<file path="src/rtl/core/lru_k_cache_table_macros.svh">
// Assertion macros shared by the lru_k_cache_table RTL.
`ifndef LRU_K_CACHE_TABLE_MACROS_SVH
`define LRU_K_CACHE_TABLE_MACROS_SVH

// Check a condition at every clock edge outside reset.
`define LKCT_ASSERT(label, prop, msg) \
  label: assert property (@(posedge clk_i) disable iff (!rst_ni) (prop)) else $error(msg);

// Check that a trigger is followed by a condition in the next cycle.
`define LKCT_ASSERT_NEXT(label, ante, cons, msg) \
  label: assert property (@(posedge clk_i) disable iff (!rst_ni) (ante) |=> (cons)) \
    else $error(msg);

`endif

</file>
<file path="src/rtl/core/lkct_pkg.sv">
// Shared widths, constants and register codes of the LRU-K cache table.
package lkct_pkg;

  localparam int unsigned EntriesDef = 16;
  localparam int unsigned KeyW       = 32;
  localparam int unsigned ValW       = 32;
  localparam int unsigned CapW       = 5;
  localparam int unsigned CountW     = 4;
  localparam int unsigned InDataW    = 64;
  localparam int unsigned OutDataW   = 72;

  localparam logic [CountW-1:0] CountMax     = 4'd15;
  localparam logic [CountW-1:0] CountFirst   = 4'd1;
  localparam logic [CapW-1:0]   CapReset     = 5'd16;
  localparam logic [CountW-1:0] PromoteReset = 4'd2;
  localparam logic [ValW-1:0]   ValueMiss    = 32'hFFFF_FFFF;

  typedef enum logic {
    CfgCapacity = 1'b0,
    CfgPromote  = 1'b1
  } cfg_idx_e;

endpackage

</file>
<file path="src/rtl/core/lkct_lookup.sv">
// Parallel key match and eviction victim select over all table entries.
module lkct_lookup import lkct_pkg::*; #(
  parameter  int unsigned Entries = EntriesDef,
  localparam int unsigned AgeW    = $clog2(Entries),
  localparam int unsigned CntW    = $clog2(Entries + 1)
) (
  input  logic [Entries-1:0]           valid_i,
  input  logic [Entries-1:0]           in_cache_i,
  input  logic [Entries-1:0][KeyW-1:0] key_i,
  input  logic [Entries-1:0][AgeW-1:0] age_i,
  input  logic [KeyW-1:0]              lookup_key_i,
  input  logic [CntW-1:0]              hist_cnt_i,
  input  logic [CntW-1:0]              used_i,
  output logic [Entries-1:0]           hit_oh_o,
  output logic [Entries-1:0]           victim_oh_o
);

  logic            victim_order;
  logic [CntW-1:0] order_cnt;
  logic [AgeW-1:0] target_age;

  assign victim_order = (hist_cnt_i == '0);
  assign order_cnt    = victim_order ? (used_i - hist_cnt_i) : hist_cnt_i;
  assign target_age   = AgeW'(order_cnt - CntW'(1));

  always_comb begin
    for (int j = 0; j < Entries; j++) begin
      hit_oh_o[j]    = valid_i[j] && (key_i[j] == lookup_key_i);
      victim_oh_o[j] = valid_i[j] && (in_cache_i[j] == victim_order)
                       && (age_i[j] == target_age);
    end
  end

endmodule

</file>
<file path="src/rtl/core/lru_k_cache_table.sv">
// Top level of the LRU-K cache table: entry state, update logic and stream ports.
//
// Fully associative key/value table with LRU-K replacement held in flip-flops. One item is
// accepted per clock cycle while the output register is free or being taken; its result is
// registered and appears on the master side in the cycle after acceptance. Lookup, victim
// choice and each entry's age update are parallel compare logic, so throughput is one item
// per cycle when the result side takes data. Valid bits clear at reset; no clearing pass.
`include "lru_k_cache_table_macros.svh"

module lru_k_cache_table import lkct_pkg::*; #(
  parameter int unsigned Entries = EntriesDef
) (
  input  logic                clk_i,
  input  logic                rst_ni,
  input  logic                s_axis_tvalid_i,
  output logic                s_axis_tready_o,
  // [31:0] lookup_key, [63:32] write_value
  input  logic [InDataW-1:0]  s_axis_tdata_i,
  // [0] mode
  input  logic [0:0]          s_axis_tuser_i,
  output logic                m_axis_tvalid_o,
  input  logic                m_axis_tready_i,
  // [0] hit, [32:1] read_value, [33] evicted, [65:34] evicted_key, [71:66] zero
  output logic [OutDataW-1:0] m_axis_tdata_o,
  input  logic                cfg_we_i,
  input  logic [0:0]          cfg_idx_i,
  input  logic [CapW-1:0]     cfg_data_i
);

  localparam int unsigned AgeW = $clog2(Entries);
  localparam int unsigned CntW = $clog2(Entries + 1);
  localparam int unsigned ExtW = (CapW > CntW) ? CapW : CntW;

  logic [Entries-1:0]             valid_q, valid_d;
  logic [Entries-1:0]             in_cache_q, in_cache_d;
  logic [Entries-1:0][KeyW-1:0]   key_q, key_d;
  logic [Entries-1:0][ValW-1:0]   value_q, value_d;
  logic [Entries-1:0][CountW-1:0] count_q, count_d;
  logic [Entries-1:0][AgeW-1:0]   age_q, age_d;
  logic [CntW-1:0]                hist_q, hist_d;
  logic [CntW-1:0]                used_q, used_d;
  logic [CapW-1:0]                cap_q, cap_d;
  logic [CountW-1:0]              promote_q, promote_d;
  logic                           out_valid_q, out_valid_d;
  logic [OutDataW-1:0]            out_data_q, out_data_d;

  logic                in_fire;
  logic                is_put;
  logic [KeyW-1:0]     in_key;
  logic [ValW-1:0]     in_value;
  logic [Entries-1:0]  hit_oh, victim_oh, free_mask, slot_oh;
  logic                hit;
  logic [ValW-1:0]     hit_value, rd_value;
  logic [CountW-1:0]   hit_count, new_count;
  logic                hit_order, new_order;
  logic [AgeW-1:0]     hit_age, vic_age;
  logic                vic_order;
  logic [KeyW-1:0]     vic_key;
  logic [ExtW-1:0]     cap_ext, cap_eff;
  logic                cap_nz, full;
  logic                do_touch, do_write_val, do_insert, do_evict;
  logic                dec, inc;

  assign in_fire         = s_axis_tvalid_i && s_axis_tready_o;
  assign s_axis_tready_o = !out_valid_q || m_axis_tready_i;
  assign m_axis_tvalid_o = out_valid_q;
  assign m_axis_tdata_o  = out_data_q;

  assign is_put   = s_axis_tuser_i[0];
  assign in_key   = s_axis_tdata_i[KeyW-1:0];
  assign in_value = s_axis_tdata_i[KeyW+ValW-1:KeyW];

  lkct_lookup #(
    .Entries(Entries)
  ) u_lookup (
    .valid_i      (valid_q),
    .in_cache_i   (in_cache_q),
    .key_i        (key_q),
    .age_i        (age_q),
    .lookup_key_i (in_key),
    .hist_cnt_i   (hist_q),
    .used_i       (used_q),
    .hit_oh_o     (hit_oh),
    .victim_oh_o  (victim_oh)
  );

  always_comb begin
    hit_value = '0;
    hit_count = '0;
    hit_order = 1'b0;
    hit_age   = '0;
    vic_key   = '0;
    vic_order = 1'b0;
    vic_age   = '0;
    for (int j = 0; j < Entries; j++) begin
      hit_value = hit_value | ({ValW{hit_oh[j]}} & value_q[j]);
      hit_count = hit_count | ({CountW{hit_oh[j]}} & count_q[j]);
      hit_order = hit_order | (hit_oh[j] & in_cache_q[j]);
      hit_age   = hit_age | ({AgeW{hit_oh[j]}} & age_q[j]);
      vic_key   = vic_key | ({KeyW{victim_oh[j]}} & key_q[j]);
      vic_order = vic_order | (victim_oh[j] & in_cache_q[j]);
      vic_age   = vic_age | ({AgeW{victim_oh[j]}} & age_q[j]);
    end
  end

  assign hit       = |hit_oh;
  assign rd_value  = hit ? hit_value : ValueMiss;
  assign new_count = (hit_count == CountMax) ? hit_count : hit_count + CountW'(1);
  assign new_order = (new_count >= promote_q);

  assign cap_ext = ExtW'(cap_q);
  assign cap_eff = (cap_ext > ExtW'(Entries)) ? ExtW'(Entries) : cap_ext;
  assign cap_nz  = (cap_eff != '0);
  assign full    = (ExtW'(used_q) >= cap_eff);

  assign do_touch     = hit && (!is_put || cap_nz);
  assign do_write_val = hit && is_put && cap_nz;
  assign do_insert    = !hit && is_put && cap_nz;
  assign do_evict     = do_insert && full && (|victim_oh);

  assign free_mask = ~valid_q | (do_evict ? victim_oh : '0);
  assign slot_oh   = free_mask & (~free_mask + Entries'(1));

  always_comb begin
    valid_d    = valid_q;
    in_cache_d = in_cache_q;
    key_d      = key_q;
    value_d    = value_q;
    count_d    = count_q;
    age_d      = age_q;
    hist_d     = hist_q;
    used_d     = used_q;
    dec        = 1'b0;
    inc        = 1'b0;
    if (in_fire && do_touch) begin
      for (int j = 0; j < Entries; j++) begin
        if (hit_oh[j]) begin
          count_d[j]    = new_count;
          in_cache_d[j] = new_order;
          age_d[j]      = '0;
          if (do_write_val) begin
            value_d[j] = in_value;
          end
        end else if (valid_q[j]) begin
          dec      = (in_cache_q[j] == hit_order) && (age_q[j] > hit_age);
          inc      = (in_cache_q[j] == new_order);
          age_d[j] = age_q[j] - AgeW'(dec) + AgeW'(inc);
        end
      end
      if (!hit_order && new_order) begin
        hist_d = hist_q - CntW'(1);
      end else if (hit_order && !new_order) begin
        hist_d = hist_q + CntW'(1);
      end
    end
    if (in_fire && do_insert) begin
      for (int j = 0; j < Entries; j++) begin
        if (slot_oh[j]) begin
          valid_d[j]    = 1'b1;
          key_d[j]      = in_key;
          value_d[j]    = in_value;
          count_d[j]    = CountFirst;
          in_cache_d[j] = 1'b0;
          age_d[j]      = '0;
        end else if (do_evict && victim_oh[j]) begin
          valid_d[j] = 1'b0;
        end else if (valid_q[j]) begin
          dec      = do_evict && (in_cache_q[j] == vic_order) && (age_q[j] > vic_age);
          inc      = !in_cache_q[j];
          age_d[j] = age_q[j] - AgeW'(dec) + AgeW'(inc);
        end
      end
      hist_d = hist_q + CntW'(1) - CntW'(do_evict && !vic_order);
      used_d = used_q + CntW'(1) - CntW'(do_evict);
    end
  end

  always_comb begin
    cap_d     = cap_q;
    promote_d = promote_q;
    if (cfg_we_i) begin
      case (cfg_idx_e'(cfg_idx_i))
        CfgCapacity: cap_d = cfg_data_i;
        CfgPromote:  promote_d = cfg_data_i[CountW-1:0];
        default: ;
      endcase
    end
  end

  always_comb begin
    out_valid_d = out_valid_q;
    out_data_d  = out_data_q;
    if (in_fire) begin
      out_valid_d = 1'b1;
      out_data_d  = {(OutDataW - 2 - ValW - KeyW)'(0),
                     (do_evict ? vic_key : {KeyW{1'b0}}),
                     do_evict, rd_value, hit};
    end else if (m_axis_tready_i) begin
      out_valid_d = 1'b0;
    end
  end

  always_ff @(posedge clk_i or negedge rst_ni) begin
    if (!rst_ni) begin
      valid_q     <= '0;
      hist_q      <= '0;
      used_q      <= '0;
      cap_q       <= CapReset;
      promote_q   <= PromoteReset;
      out_valid_q <= 1'b0;
    end else begin
      valid_q     <= valid_d;
      hist_q      <= hist_d;
      used_q      <= used_d;
      cap_q       <= cap_d;
      promote_q   <= promote_d;
      out_valid_q <= out_valid_d;
    end
  end

  always_ff @(posedge clk_i) begin
    in_cache_q <= in_cache_d;
    key_q      <= key_d;
    value_q    <= value_d;
    count_q    <= count_d;
    age_q      <= age_d;
    out_data_q <= out_data_d;
  end

  `LKCT_ASSERT(a_unique_hit, $onehot0(hit_oh), "key matches more than one entry")
  `LKCT_ASSERT(a_used_bound, (used_q <= CntW'(Entries)) && (hist_q <= used_q),
               "entry counters out of range")
  `LKCT_ASSERT_NEXT(a_insert_fills, in_fire && do_insert, used_q != '0,
                    "insert left the table empty")

endmodule
</file>
<file path="config.mk">
export PLATFORM = sky130hd
export DESIGN_NAME = lru_k_cache_table
export DESIGN_NICKNAME = d
export VERILOG_FILES = /design/src/rtl/core/lkct_pkg.sv /design/src/rtl/core/lkct_lookup.sv /design/src/rtl/core/lru_k_cache_table.sv
export VERILOG_INCLUDE_DIRS = /design/src /design/src/rtl/core
export SDC_FILE = /design/constraint.sdc
export NUM_CORES = 2
export LEC_CHECK = 0
export BUFFER_PORTS_ARGS = -buffer_cell sky130_fd_sc_hd__clkbuf_2
export CORE_UTILIZATION = 40
export CTS_CLUSTER_SIZE = 8
export DETAILED_ROUTE_END_ITERATION = 12
export SLEW_MARGIN = 30
export SYNTH_ARGS = -nofsm -noshare
export SYNTH_HDL_FRONTEND = slang
export SYNTH_SLANG_ARGS = --single-unit
</file>
<file path="constraint.sdc">
create_clock -name clk_i -period 10.4 [get_ports clk_i]
set_input_delay 1.56 -clock clk_i [delete_from_list [all_inputs] [get_ports clk_i]]
set_output_delay 1.56 -clock clk_i [all_outputs]
set_load 0.005 [all_outputs]
</file>
==> impl_metrics.env <==
export IMPL_status="finished, final reports clean"
export IMPL_insertion_delay_ns=0.89
export IMPL_wl_per_cell_um=39.8
export IMPL_fin_cells=8360
export IMPL_start_util=0.403
export IMPL_startpoint_type="input pin"
export IMPL_dr_total_vias=54500
export IMPL_cts_root_buf="clkbuf_16"
export IMPL_ys_ff_latch=1270
export IMPL_coreArea_sq_um=167000
export IMPL_grt_pass1_vias=52000
export IMPL_ys_seq_area_frac=0.466
export IMPL_p_leak_uw=0.0280
export IMPL_ys_top_cells_by_count="656 x dfxtp_1, 620 x xnor2_1, 578 x edfxtp_1"
export IMPL_slew_headroom=0.239
export IMPL_r2r_start="hist_q[1]"
export IMPL_gpl_final_weighted_congestion=1.09
export IMPL_place_ws_ns=1.25
export IMPL_netlist_instances=5905
export IMPL_holdBufCountCts=0
export IMPL_maxCapViolCount=0
export IMPL_period_needed_ns=8.52
export IMPL_synth_top_cell_by_area="edfxtp_1"
export IMPL_synthFlopType="dfxtp_1"
export IMPL_grt_use_total=0.385
export IMPL_required_ns=11.13
export IMPL_layout_drive_gt1_share=0.202
export IMPL_hold_class="flip-flop to flip-flop"
export IMPL_cts_repair_resized=0
export IMPL_rsz0062_at_grt="no"
export IMPL_drt_iter0_markers=6876
export IMPL_vias_per_cell=6.52
export IMPL_ys_warn_count=0
export IMPL_ir_drop_mv=0.228
export IMPL_final_util=0.459
export IMPL_hold_depth=1
export IMPL_synth_cell_area_sq_um=67400
export IMPL_syn_area_per_cell_sq_um=11.4
export IMPL_holdWs_ns=0.465
export IMPL_dieHeight_um=412
export IMPL_clock_sinks=1270
export IMPL_yosys_top_cells_area="edfxtp_1 26%, dfxtp_1 19%, xnor2_1 8.1%"
export IMPL_drc=0
export IMPL_hpwl_mm=238
export IMPL_filler_cell_count=15400
export IMPL_cts_setup_buffers=0
export IMPL_synth_edf_count=578
export IMPL_fin_nets=6413
export IMPL_grt_pass1_wl_mm=449
export IMPL_yosysTopAreaCellShare=0.258
export IMPL_powerDensity_nw_per_um2=257
export IMPL_routed_wl_mm=333
export IMPL_ant_nets=0
export IMPL_critPathKind="input pin to flip-flop"
export IMPL_fin_crit_sh=0.819
export IMPL_synth_most_common_cell="dfxtp_1"
export IMPL_rr_worst_depth=27
export IMPL_drv_slew=0
export IMPL_setup_viol_count_final=0
export IMPL_placement_rows=150
export IMPL_fmaxAchievable_mhz=117
export IMPL_worst_slew_pin_slew_ns=1.14
export IMPL_first_pass_iters=8
export IMPL_ios=150
export IMPL_critPathLaunch="s_axis_tdata_i[7]"
export IMPL_critPathMaxFanout=27
export IMPL_numCtsBuffers=179
export IMPL_h_tree_depth=4
export IMPL_cp_arrival_ns=9.25
export IMPL_grt_start_max_net_pins=45
export IMPL_die_x_um=412
export IMPL_syn_to_final_growth_pct=13.9
export IMPL_skew_ns=0.0684
export IMPL_hold_start="value_q[402]"
export IMPL_async_flop_share=0.0283
export IMPL_cts_tree="built"
export IMPL_clkTransAtPathRegs_ns=0.06
export IMPL_finalSetupTns_ns=0
export IMPL_dp_cells=8077
export IMPL_cts_buffer_depth=3
export IMPL_grt_antenna_before_repair=23
export IMPL_ys_types=109
export IMPL_finalHoldViolCount=0
export IMPL_die_area_sq_um=170000
export IMPL_port_buffers=143
export IMPL_overflow=0
export IMPL_cp_end_kind="flip-flop"
export IMPL_postLayoutSetupSlackWorst_ns=1.88
==> cells by family after synthesis <==
| family | share of synthesized area |
|---|---|
| AO/OA/AOI/OAI | 0.126 |
| XOR/XNOR | 0.0971 |
| adder cells (fa/ha/maj) | 0.0580 |
| buffers and inverters | 0.0405 |
| flip-flops | 0.466 |
| multiplexers | 0.107 |
| other | 0.0000556 |
| AND/OR/NAND/NOR | 0.105 |
==> cell type report <==
| type | instances | area [sq um] | area share |
|---|---|---|---|
| antenna | 11 | 27.5 | 0.000359 |
| inverter | 188 | 708 | 0.00923 |
| clock inverter | 18 | 374 | 0.00488 |
| tap | 2204 | 2760 | 0.0359 |
| clock buffer | 254 | 4780 | 0.0623 |
| timing repair buffer | 392 | 2690 | 0.0351 |
| sequential | 1270 | 31400 | 0.409 |
| multi-input combinational | 4023 | 34000 | 0.443 |
==> sequential cells by signal, summed over array words and instances (netlist names), 16 cells and up <==
name / cells
value_q: 512
m_axis_tdata_o: 66
key_q: 512
valid_q: 16
count_q: 64
in_cache_q: 16
age_q: 64
==> placed cells by master, fill, tap and decap left out, drive strengths merged, types with 183 or more instances in the layout <==
cell	n
nor2	189
a221oi	184
edfxtp	578
a22o	183
mux2	527
nand4	265
xnor2	620
a22oi	218
ha	250
dfxtp	656
buf	251
inv	190
nand2	234
clkbuf	395
==> power by group <==
group	leakage, uW	internal, uW	switching [uW]
combinational	0.0146	2950	4740
clock	0.00246	3170	2350
sequential	0.0109	5920	584
==> worst max-delay path, stage by stage <==
cell and delay (ns):
clkbuf_2 0.44, xnor2_1 0.95, nand4_1 0.25, nor4_1 0.56, nand4_1 0.75, o2111ai_1 0.45
nor4_1 0.15, inv_1 0.10, ha_1 0.16, inv_1 0.07, a311oi_1 0.47, mux2_2 0.43
ha_1 0.28, a21o_1 0.16, a21o_1 0.20, a21oi_4 0.22, buf_12 0.23, xnor2_1 0.09
ha_1 0.28, inv_1 0.04, ha_1 0.20, fa_1 0.41, xnor2_1 0.18, nor2_1 0.06
mux2_2 0.28, a22o_1 0.22
==> path summary, 6_finish.rpt <==
path                       slack, ns              end
min in group asynchronous       0.82  m_axis_tvalid_o
max                             1.88        age_q[58]
max in group asynchronous       9.11      valid_q[14]
min reg2reg                     0.47     value_q[402]
min                             0.47     value_q[402]
max reg2reg                     2.41        age_q[42]
==> per-stage QoR <==
stage               total power (uW)  cell area (sq um)
global route                   20500              76700
global placement               13900              71300
floorplan                      11200              67400
detailed placement             14000              71500
finish                         19700              76700
CTS                            19600              76700
==> metal layers <==
metal,global-route usage,up-vias,share of wire
met2,0.577,3291,0.43
met1,0.492,27800,0.39
li1,-,22600,-
met3,0.0884,888,0.091
met4,0.262,14,0.080
met5,0,-,0.00028
No activity file was read; power rests on OpenSTA's default activity.
